==> src/sv/pkwa_pkg.sv <==
`timescale 1ns / 1ps
// Package with the request and result types, status codes and residue tables.
package pkwa_pkg;

  localparam int TYPE_W   = 8;
  localparam int FRAME_W  = 8;
  localparam int WEIGHT_W = 32;
  localparam int SLOT_W   = 10;
  localparam int STATUS_W = 2;

  localparam int FIELD_SPAN = 1 << TYPE_W;

  localparam int CAPACITY_DEF = 1024;
  localparam int FRAMES_DEF   = 256;
  localparam int TYPES_DEF    = 256;

  localparam logic [STATUS_W-1:0] ST_ACCUM   = 2'd0;
  localparam logic [STATUS_W-1:0] ST_APPEND  = 2'd1;
  localparam logic [STATUS_W-1:0] ST_FULL    = 2'd2;
  localparam logic [STATUS_W-1:0] ST_REFUSED = 2'd3;

  localparam logic signed [WEIGHT_W-1:0] W_MAX = {1'b0, {(WEIGHT_W-1){1'b1}}};
  localparam logic signed [WEIGHT_W-1:0] W_MIN = {1'b1, {(WEIGHT_W-1){1'b0}}};

  typedef struct packed {
    logic [TYPE_W-1:0]          type_a;
    logic [TYPE_W-1:0]          type_b;
    logic [FRAME_W-1:0]         frame;
    logic signed [WEIGHT_W-1:0] weight;
  } in_t;

  typedef struct packed {
    logic [SLOT_W-1:0]          slot;
    logic [STATUS_W-1:0]        status;
    logic signed [WEIGHT_W-1:0] cell_value;
  } out_t;

  typedef logic [FIELD_SPAN-1:0][TYPE_W-1:0] mod_tab_t;

  // Builds the table of v mod m for every 8-bit v by counting up and wrapping.
  function automatic mod_tab_t build_mod_tab(int unsigned m);
    mod_tab_t    tab;
    int unsigned r;
    r = 0;
    for (int i = 0; i < FIELD_SPAN; i++) begin
      tab[i] = TYPE_W'(r);
      if (r + 1 == m) begin
        r = 0;
      end else begin
        r = r + 1;
      end
    end
    return tab;
  endfunction

endpackage

==> src/sv/pkwa_sat_add.sv <==
`timescale 1ns / 1ps
// Saturating adder for signed Q16.16 cell values.
module pkwa_sat_add (
  input  logic signed [pkwa_pkg::WEIGHT_W-1:0] a_i,
  input  logic signed [pkwa_pkg::WEIGHT_W-1:0] b_i,
  output logic signed [pkwa_pkg::WEIGHT_W-1:0] sum_o
);
  import pkwa_pkg::*;

  logic signed [WEIGHT_W:0] sum_wide;

  assign sum_wide = {a_i[WEIGHT_W-1], a_i} + {b_i[WEIGHT_W-1], b_i};

  always_comb begin
    if (sum_wide[WEIGHT_W] != sum_wide[WEIGHT_W-1]) begin
      sum_o = sum_wide[WEIGHT_W] ? W_MIN : W_MAX;
    end else begin
      sum_o = sum_wide[WEIGHT_W-1:0];
    end
  end

endmodule

==> config.mk <==
export PLATFORM = sky130hd
export DESIGN_NAME = pkwa_sat_add
export DESIGN_NICKNAME = d
export VERILOG_FILES = /design/src/sv/pkwa_pkg.sv /design/src/sv/pkwa_sat_add.sv
export SDC_FILE = /design/constraint.sdc
export NUM_CORES = 1
export LEC_CHECK = 0
export ABC_AREA = 1
export BUFFER_PORTS_ARGS = -buffer_cell sky130_fd_sc_hd__buf_2
export CORE_MARGIN = 5
export CORE_UTILIZATION = 51
export DETAILED_ROUTE_END_ITERATION = 8
export PLACE_DENSITY = 0.83
export SLEW_MARGIN = 0
export SYNTH_ARGS = -nofsm -noshare
export SYNTH_HDL_FRONTEND = slang
export SYNTH_SLANG_ARGS = --single-unit
==> constraint.sdc <==
create_clock -name vclk -period 2.7
set_clock_uncertainty 0.15 [all_clocks]
set_input_delay 0.405 -clock vclk [all_inputs]
set_output_delay 0.405 -clock vclk [all_outputs]
set_load 0.05 [all_outputs]
==> results of run 1 <==
synth_stat cells (4+ instances only):
cell type	count	share of area
o21bai_1	7	0.021
nand3_1	14	0.028
nand2_1	220	0.33
nand2_2	8	0.020
inv_1	65	0.097
buf_6	5	0.022
nand3b_1	8	0.024
o21ai_2	9	0.031
a21oi_1	34	0.067
o21ai_0	7	0.014
nor2_1	49	0.073
xor2_1	15	0.052
ha_1	32	0.16
xnor2_1	4	0.014
per-stage QoR:
stage | utilization | hold WS (ns) | setup WS [ns] | cell area, sq um | TNS, ns
2_1_floorplan | - | 0.9616 | -0.07119 | 2828 | -0.4983
3_3_place_gp | 0.8892 | 1.231 | -0.3818 | 4228 | -11.03
3_5_place_dp | 0.8892 | 1.251 | -0.4552 | 4228 | -13.24
logic make-up after synthesis:
| kind of cell | synth area share |
|---|---|
| buffers and inverters | 0.1203 |
| AOI/OAI and AO/OA | 0.1366 |
| and+or+nand+nor | 0.5109 |
| adders and majority gates | 0.1663 |
| xor gates and xnor gates | 0.06584 |
==> summary.md, run 1 <==
| Metric | Value |
|---|---|
| Starting Density | `0.5316` |
| Die height | `80.40 um` |
| Library cells used by synthesis | `22` |
| Post-Syn Nets | `588` |
| First Err | `[ERROR DPL-0038] Utilization greater than 100%, impossible to legalize` |
| CTS Hold Bufs | `0` |
| Fail Step | `clock tree synthesis` |
| Row cnt | `25` |
| Placer congestion estimate | `0.9477` |
| HPWL after DPL | `9.252 mm` |
| Port Buf Inserts | `96` |
| Post-cts sizing count | `127` |
| Warnings, synthesis | `0` |
| Mapped Cells | `491` |
| Sequential-to-total area share from yosys stat | `0` |
| Ports | `96` |
| Die width | `80.40 um` |
| Status | `did not finish` |
| Mean Syn Cell Area | `5.148 sq um` |
| Post-CTS Setup Bufs | `2` |
| Placed cells | `760` |
| Synthesized area | `0.002527 sq mm` |
==> run 2, diff against run 1 <==
--- a/config.mk
+++ b/config.mk
@@ -8,9 +8,9 @@
 export ABC_AREA = 1
 export BUFFER_PORTS_ARGS = -buffer_cell sky130_fd_sc_hd__buf_2
 export CORE_MARGIN = 5
-export CORE_UTILIZATION = 51
+export CORE_UTILIZATION = 36
 export DETAILED_ROUTE_END_ITERATION = 8
-export PLACE_DENSITY = 0.83
+export PLACE_DENSITY_LB_ADDON = 0.15
 export SLEW_MARGIN = 0
 export SYNTH_ARGS = -nofsm -noshare
 export SYNTH_HDL_FRONTEND = slang
==> summary.md, run 2 <==
| Metric | Value |
|---|---|
| Status | `finished with violations` |
| Failing checks | `negative setup slack` |
| Full die area | `0.008797 sq mm` |
| Fin Setup TNS | `-7.338 ns` |
| Max Clock Freq | `337.2 MHz` |
| Peak VDD IR | `0.0002376 V` |
| N_diodes | `0` |
| Top-count cell post-synth | `nand2_1` |
| HPWL after DPL | `8.104 mm (-12%)` |
| Critical path endpoint | `sum_o[20]` |
| Placer congestion estimate | `0.8553 (-9.7%)` |
| DRT antenna net count | `0` |
| DR vias/cell | `4.634` |
| P&R area growth vs syn | `94.50%` |
| Warnings, synthesis | `0 (unchanged)` |
| Critical Path RT | `2.14 ns` |
| CTS Hold Bufs | `0 (unchanged)` |
| Critical Path Source Type | `input pin` |
| Slew margin rel. | `0.7715` |
| Minimum clock period | `2.966 ns` |
| Synthesized area | `0.002527 sq mm (unchanged)` |
| Final Net Count | `806` |
| P_leak | `2.788 nW` |
| Seq_cells | `0` |
| Clkbuf count | `0` |
| Storage cell area | `0 sq um` |
| Worst setup path class | `in -> out` |
| Final hold viol count | `0` |
| Port Buf Inserts | `96 (unchanged)` |
| Hold crit path type | `in -> out` |
| Crit-path max FO | `7` |
| Commonest cells after routing, fill and taps aside | `166 x nand2_1, 117 x buf_4, 63 x inv_1` |
| Global-route wire length before repair | `15.90 mm` |
| Sequential-to-total area share from yosys stat | `0 (unchanged)` |
| Cell Pwr Density | `463.5 mW/mm^2` |
| Mean Syn Cell Area | `5.148 sq um (unchanged)` |
| Initial antenna violation count | `0` |
| Final slew viol count | `0` |
| CP startpoint | `b_i[0]` |
| Post-Syn Nets | `588 (unchanged)` |
| CP endpoint kind | `primary output` |
| Mapped Cells | `491 (unchanged)` |
| Part of the cycle the worst path needs | `1.098` |
| Top cells by count, synth | `220 x nand2_1, 65 x inv_1, 49 x nor2_1` |
| Row cnt | `30 (+20%)` |
| Total Routing Usage GR | `0.2156` |
| Die height | `93.79 um (+17%)` |
| Final Util | `0.7196` |
| Post-place instance area | `0.004307 sq mm (+1.9%)` |
| Ports | `96 (unchanged)` |
| Top cells by area, synth | `nand2_1 33%, ha_1 16%, inv_1 9.7%, nor2_1 7.3%, a21oi_1 6.7%` |
| Final setup fails | `32` |
| Via count | `3721` |
| Vias in the first global route | `3657` |
| Congestion Overflow GR | `0` |
| Crit path DAT | `2.41 ns` |
| Max Cap Viol | `0` |
| Commonest non-fill, non-tap cell in the layout | `nand2_1` |
| Leading area contributor after synthesis | `nand2_1` |
| Drt total wl | `9.844 mm` |
| Drt wl/cell | `12.26 um` |
| Finished Cell Area | `0.004916 sq mm` |
| Initial drt markers | `146` |
| RSZ-0062 raised after global routing | `yes` |
| Worst-path cell chain | `buf_8 -> ha_4 -> inv_2 -> fa_2 -> inv_2 -> nand2_2 -> nand2_2 -> nand3_2 -> nand2_2 -> nand2_2 -> nand2_2 -> nand2_4 -> nand2_4 -> nand2_4 -> nand2_8 -> nand3_4 -> buf_12 -> nand2_4 -> nand2_4 -> buf_8` |
| Tightest Pin Transition | `0.3420 ns` |
| CP max stage cell | `fa_2` |
| DRC violations left | `0` |
| Final worst slack | `-0.2659 ns` |
| Starting Density | `0.3700 (-0.1616)` |
| Drt first pass iters | `4` |
| Core Area | `0.006832 sq mm` |
| Layout cells sized above 1 | `0.4710` |
| Post-synth top area share | `0.3267 (unchanged)` |
| Library cells used by synthesis | `22 (unchanged)` |
| Critical path's largest stage delay | `0.34 ns` |
| Hold depth | `5` |
| Die width | `93.79 um (+17%)` |
| Maximum number of pins on one net before global-route repair | `12` |
==> run 2: what timing repair did <==
| action | 4_1_cts | 5_1_grt |
|---|---|---|
| gates cloned | 1 | 0 |
| resized for setup | 109 | 22 |
| setup endpoints to repair | 32 | 32 |
| pin swaps | 14 | 8 |
| buffers inserted | 7 | 2 |
==> run 2: kinds of logic (layout without fill, tap and decap cells) <==
family / Yosys count / count (layout) / share of synthesized area
and+or+nand+nor: 310 / 310 / 0.5109
buffers and inverters: 71 / 287 / 0.1203
AOI/OAI and AO/OA: 58 / 58 / 0.1366
adders and majority gates: 33 / 33 / 0.1663
xor gates and xnor gates: 19 / 19 / 0.06584
==> run 2: worst min path at each step <==
stage          startpoint        to
6_report           a_i[0]  sum_o[0]
5_1_grt            a_i[0]  sum_o[0]
4_1_cts            a_i[0]  sum_o[0]
3_5_place_dp       b_i[0]  sum_o[0]
3_3_place_gp       b_i[0]  sum_o[0]
2_1_floorplan      b_i[0]  sum_o[0]
==> run 2: critical path: cells and delay by family <==
family / cells / cell delay, ns
fa+ha+maj: 2 / 0.47
buf+inv: 5 / 0.54
simple gates: 13 / 1.00
==> run 2: stage by stage <==
step           hold WS, ns  total power, mW  worst slack [ns]  std cells
2_1_floorplan       0.9616            1.297          -0.07119        491
6_report             1.113            2.278           -0.2659        803
5_1_grt              1.132            2.412           -0.3793        803
3_5_place_dp         1.242            1.889           -0.4097        793
3_3_place_gp         1.234            1.872           -0.3718        793
4_1_cts              1.113            2.232           -0.2592        801
==> run 2: cell type report <==
type                       instances  area (sq um)
multi-input combinational        420          2780
fill                             583          1916
timing repair buffer             221          1768
inverter                          66         247.7
tap                               96         120.1
==> run 2: metal layers <==
layer  vias up  routed length [um]  track usage
met5         -                   0            0
met4         0                 108      0.01564
met3         8                 381     0.007212
met2        99                4880       0.4069
met1      1647                4474       0.2806
li1       1967                   -            -
==> run 2: power breakdown <==
group	switching, mW	leakage [nW]	internal (mW)	total, mW
combinational	1.30	2.79	0.974	2.28
sequential	0	0	0	0
clock	0	0	0	0
total	1.30	2.79	0.974	2.28
No activity file was read; power rests on OpenSTA's default activity.
==> run 3, diff against run 2 <==
--- a/config.mk
+++ b/config.mk
@@ -7,6 +7,7 @@
 export LEC_CHECK = 0
 export ABC_AREA = 1
 export BUFFER_PORTS_ARGS = -buffer_cell sky130_fd_sc_hd__buf_2
+export CORE_ASPECT_RATIO = 1.5
 export CORE_MARGIN = 5
 export CORE_UTILIZATION = 36
 export DETAILED_ROUTE_END_ITERATION = 8
==> summary.md, run 3 (same netlist as run 2, synthesis figures left out) <==
| Metric | Value |
|---|---|
| Hold crit path type | `in -> out` |
| Critical Path Source Type | `input pin` |
| Status | `finished with violations` |
| CP endpoint kind | `primary output` |
| RSZ-0062 raised after global routing | `yes` |
| Crit path DAT | `2.45 ns (+0.04 ns)` |
| Placer congestion estimate | `0.9069 (+6.0%)` |
| Layout cells sized above 1 | `0.5097 (+0.03866)` |
| Row cnt | `37 (+23%)` |
| Slew margin rel. | `0.7782 (+0.006718)` |
| Via count | `4057 (+9.0%)` |
| Die width | `78.42 um (-16%)` |
| Congestion Overflow GR | `0 (unchanged)` |
| Part of the cycle the worst path needs | `1.114 (+0.01539)` |
| Peak VDD IR | `0.0002953 V (+24%)` |
| Drt total wl | `12.12 mm (+23%)` |
| Minimum clock period | `3.007 ns (+0.04154 ns)` |
| Switching Fraction | `0.5638 (-0.008756)` |
| Drt wl/cell | `15.12 um (+23%)` |
| Psw | `1.428 mW (+9.5%)` |
| Crit-path max FO | `8 (+1)` |
| Met3 wire length | `491 um (+29%)` |
| P_leak | `2.944 nW (+5.6%)` |
| DRC violations left | `0 (unchanged)` |
| Total Routing Usage GR | `0.2530 (+0.03739)` |
| Vias in the first global route | `4223 (+15%)` |
| Maximum number of pins on one net before global-route repair | `9 (-3)` |
| P&R area growth vs syn | `113.5%` |
| Storage cell area | `0 sq um (unchanged)` |
| Commonest cells after routing, fill and taps aside | `163 x nand2_1, 130 x buf_4, 62 x inv_1, 62 x buf_2, 45 x nor2_1` |
| Worst setup path class | `in -> out` |
| Final Net Count | `823 (+2.1%)` |
| Tightest Pin Transition | `0.3292 ns (-0.01285 ns)` |
| Met2 WL | `6.922 mm (+42%)` |
| Initial antenna violation count | `0 (unchanged)` |
| Global-route wire length before repair | `18.37 mm (+15%)` |
| Max Clock Freq | `332.5 MHz (-1.4%)` |
| DRT antenna net count | `0 (unchanged)` |
| Critical Path RT | `2.14 ns (about the same)` |
| Cell Pwr Density | `469.5 mW/mm^2 (+1.3%)` |
| Combinational share of power | `1.000 (about the same)` |
| Core Area | `0.006852 sq mm (+0.29%)` |
| Port Buf Inserts | `96 (unchanged)` |
| DR vias/cell | `5.059 (+9.2%)` |
| Final worst slack | `-0.3074 ns (-0.04154 ns)` |
| Hold slack | `1.112 ns (-0.0006000 ns)` |
| Die height | `112.6 um (+20%)` |
| Clkbuf count | `0 (unchanged)` |
| HPWL after DPL | `8.423 mm (+3.9%)` |
| Final setup fails | `31 (-3.1%)` |
| Failing checks | `negative setup slack` |
| Final hold viol count | `0 (unchanged)` |
| Commonest non-fill, non-tap cell in the layout | `nand2_1` |
| Max Cap Viol | `0 (unchanged)` |
| Register share of total power | `0 (unchanged)` |
| Pre-CTS setup slack | `-0.4193 ns (-0.009604 ns)` |
| Full die area | `0.008831 sq mm (+0.39%)` |
| Starting Density | `0.3689 (-0.001081)` |
| Clock share of power | `0 (unchanged)` |
| Initial drt markers | `113 (-23%)` |
| Ports | `96 (unchanged)` |
| Top routing layer in use | `met4` |
| Seq_cells | `0 (unchanged)` |
| Internal | `1.105 mW (+13%)` |
| Final slew viol count | `0 (unchanged)` |
| N_diodes | `0 (unchanged)` |
| Wire length on met1 | `3.983 mm (-11%)` |
| Tot Pwr | `2.534 mW (+11%)` |
| Drt first pass iters | `4 (unchanged)` |
## run 3: cell count changes in the layout (fill, tap and decap cells not counted), sizes merged
cell | previous run | this run
buf | 221 | 238
## run 3: critical path, stage by stage
cell and delay (ns):
buf_6 0.08, ha_4 0.12, inv_2 0.04, fa_2 0.35
inv_2 0.08, nand2_2 0.07, nand2_2 0.08, nand3_2 0.07
nand2_2 0.08, nand2_2 0.06, nand2_4 0.07, nand2_4 0.07
nand2_4 0.09, nand2_4 0.07, nand2_8 0.08, nand3_4 0.14
buf_16 0.21, nand2_8 0.09, nand2_8 0.04, buf_8 0.14
## run 3: path summary, 6_finish.rpt
| kind | endpoint | start | cells past startpoint |
|---|---|---|---|
| max | sum_o[19] | a_i[0] | 20 |
| min | sum_o[0] | b_i[0] | 5 |
## run 3: timing repair
action	CTS	global route
endpoints found under the hold margin	0	0
cloned	2	0
pin swaps	13	33
setup endpoints to repair	32	32
setup buffers	12	6
resized for setup	139	50
hold buffers	0	0
## run 3: metrics by stage
stage	util	setup TNS (ns)	area, sq um	cells
2_1_floorplan	-	-0.4983	2828	491
3_3_place_gp	0.6322	-10.83	4332	783
3_5_place_dp	0.6322	-11.97	4332	783
4_1_cts	0.7398	-7.836	5069	797
5_1_grt	0.7876	-11.24	5396	802
6_report	0.7876	-8.773	5396	802
## run 3: area by class of cell
cell class,count,area [sq um]
multi-input combinational,420,3084
timing repair buffer,238,1967
tap,78,97.59
inverter,66,247.7
fill,473,1455
## run 3: power by group through the flow
stage	sequential, mW	clock (mW)	combinational [mW]
2_1_floorplan	0	0	1.30
3_3_place_gp	0	0	1.87
3_5_place_dp	0	0	1.89
4_1_cts	0	0	2.38
5_1_grt	0	0	2.66
6_report	0	0	2.53
## run 3: metal layers
| layer | track usage | vias to the layer above |
|---|---|---|
| met5 | 0 | - |
| met4 | 0.1529 | 0 |
| met3 | 0.01685 | 55 |
| met2 | 0.5246 | 152 |
| met1 | 0.2281 | 1855 |
| li1 | - | 1995 |
==> run 4, diff against run 3 <==
==> constraint.sdc (replaced) <==
create_clock -name vclk -period 2.7
set_clock_uncertainty 0.15 [all_clocks]
set_input_delay 0.135 -clock vclk [all_inputs]
set_output_delay 0.135 -clock vclk [all_outputs]
set_load 0.05 [all_outputs]
==> summary.md, run 4 (same netlist as run 2, synthesis figures left out) <==
| Metric | Value |
|---|---|
| Row cnt | `37 (unchanged)` |
| Final Util | `0.4733 (-0.3143)` |
| CTS Hold Bufs | `0 (unchanged)` |
| Finished Cell Area | `0.003243 sq mm (-40%)` |
| Critical Path Source Type | `input pin` |
| Part of the cycle the worst path needs | `0.9194 (-0.1945)` |
| Final Net Count | `689 (-16%)` |
| Status | `finished clean` |
| Clkbuf count | `0 (unchanged)` |
| Placer congestion estimate | `0.9027 (-0.46%)` |
| N_diodes | `0 (unchanged)` |
| Congestion Overflow GR | `0 (unchanged)` |
| Vias in the first global route | `3262 (-23%)` |
| Storage cell area | `0 sq um (unchanged)` |
| Starting Density | `0.3689 (unchanged)` |
| Tightest Pin Transition | `0.4013 ns (+0.07217 ns)` |
| Via count | `3234 (-20%)` |
| CP max stage cell | `ha_1` |
| Drt total wl | `8.372 mm (-31%)` |
| Initial antenna violation count | `0 (unchanged)` |
| Worst setup path class | `in -> out` |
| Layout cells sized above 1 | `0.2203 (-0.2893)` |
| Crit-path max FO | `10 (+2)` |
| Max Clock Freq | `402.9 MHz (+21%)` |
| Max Cap Viol | `0 (unchanged)` |
| P_leak | `2.053 nW (-30%)` |
| Worst-path cell chain | `buf_2 -> ha_1 -> a21oi_1 -> nand2_1 -> a21oi_1 -> nand2_2 -> nand2_2 -> nand2_1 -> nand2_2 -> nand2_4 -> nor2_8 -> a21oi_1 -> buf_2` |
| Hold Crit Start | `b_i[0]` |
| DRC violations left | `0 (unchanged)` |
| Die width | `78.42 um (unchanged)` |
| Global-route wire length before repair | `13.76 mm (-25%)` |
| Post-place instance area | `0.003132 sq mm (-28%)` |
| CP endpoint kind | `primary output` |
| Slew margin rel. | `0.7319 (-0.04635)` |
| Commonest non-fill, non-tap cell in the layout | `nand2_1` |
| Peak VDD IR | `0.0002424 V (-18%)` |
| Seq_cells | `0 (unchanged)` |
| Initial drt markers | `111 (-1.8%)` |
| P&R area growth vs syn | `28.32%` |
| Final slew viol count | `0 (unchanged)` |
| Final hold viol count | `0 (unchanged)` |
| Cell Pwr Density | `470.4 mW/mm^2 (+0.18%)` |
| Maximum number of pins on one net before global-route repair | `22 (+13)` |
| DR vias/cell | `4.841 (-4.3%)` |
| DRT antenna net count | `0 (unchanged)` |
| Crit path DAT | `2.20 ns (-0.25 ns)` |
| Ports | `96 (unchanged)` |
| Drt first pass iters | `4 (unchanged)` |
| Die height | `112.6 um (unchanged)` |
| Commonest cells after routing, fill and taps aside | `220 x nand2_1, 71 x buf_2, 65 x inv_1` |
| CP startpoint | `a_i[14]` |
| Total Routing Usage GR | `0.1861 (-0.06693)` |
| Hold crit path type | `in -> out` |
| HPWL after DPL | `7.532 mm (-11%)` |
| Final setup fails | `0 (-100%)` |
| Core Area | `0.006852 sq mm (unchanged)` |
| Full die area | `0.008831 sq mm (unchanged)` |
| Drt wl/cell | `12.53 um (-17%)` |
| Critical Path RT | `2.41 ns (+0.27 ns)` |
| Tot Pwr | `1.525 mW (-40%)` |
| Critical path's largest stage delay | `0.38 ns (+0.03 ns)` |
| Fill cells | `778 (+64%)` |
| Minimum clock period | `2.482 ns (-0.5252 ns)` |
| Port Buf Inserts | `96 (unchanged)` |
| Fin Setup TNS | `0 ns (+8.773 ns)` |
| RSZ-0062 raised after global routing | `no` |
| Hold slack | `0.6416 ns (-0.4707 ns)` |
==> run 4: cell count changes in the layout (fill, tap and decap cells not counted), moves of 21 or more <==
| cell | previous run | this run |
|---|---|---|
| buf_4 | 130 | 24 |
| buf_8 | 23 | 0 |
| ha_1 | 9 | 32 |
| ha_4 | 21 | 0 |
| nand2_1 | 163 | 220 |
| nand2_4 | 43 | 2 |
==> run 4: metrics by stage <==
stage | cells | setup WS, ns
after floorplan | 491 | 0.08422
after global placement | 666 | 0.1340
after detailed placement | 666 | 0.04223
after CTS | 666 | 0.04283
after global routing | 668 | 0.01905
final | 668 | 0.2177
==> run 4: report_power, final <==
| group | internal, mW | leakage [nW] | switching, mW |
|---|---|---|---|
| clock network | 0 | 0 | 0 |
| registers | 0 | 0 | 0 |
| logic | 0.486 | 2.05 | 1.04 |
==> run 4: per-layer routing <==
layer,track usage,part of all wire,wire length (um),up-vias
met3,0.01445,0.050,418,15
met4,0.05951,0.032,272,0
met2,0.3862,0.54,4562,87
met5,0,0,0,-
met1,0.1881,0.37,3119,1403
li1,-,-,-,1729
==> run 4: worst paths after layout <==
kind / endpoint / slack [ns] / cells after the start
hold / removal: sum_o[0] / 0.64 / 5
setup / recovery: sum_o[1] / 0.22 / 13
==> run 4: worst max-delay path: cells and delay by family <==
family	cells	cell delay, ns
AOI/OAI and AO/OA	3	0.48
adders and majority gates	1	0.38
buffers and inverters	2	0.32
and+or+nand+nor	7	0.87
==> run 4: repair_timing <==
action                     4_1_cts  5_1_grt
setup buffers                    0        2
setup endpoints to repair        0       28
gates resized for setup          0       59
==> run 4: final cells by class <==
type                            count  area [sq um]  area share
Tap cell                           78         97.59     0.03009
Timing Repair Buffer              104         663.1      0.2045
Multi-Input combinational cell    420          2235      0.6890
Inverter                           66         247.7     0.07639
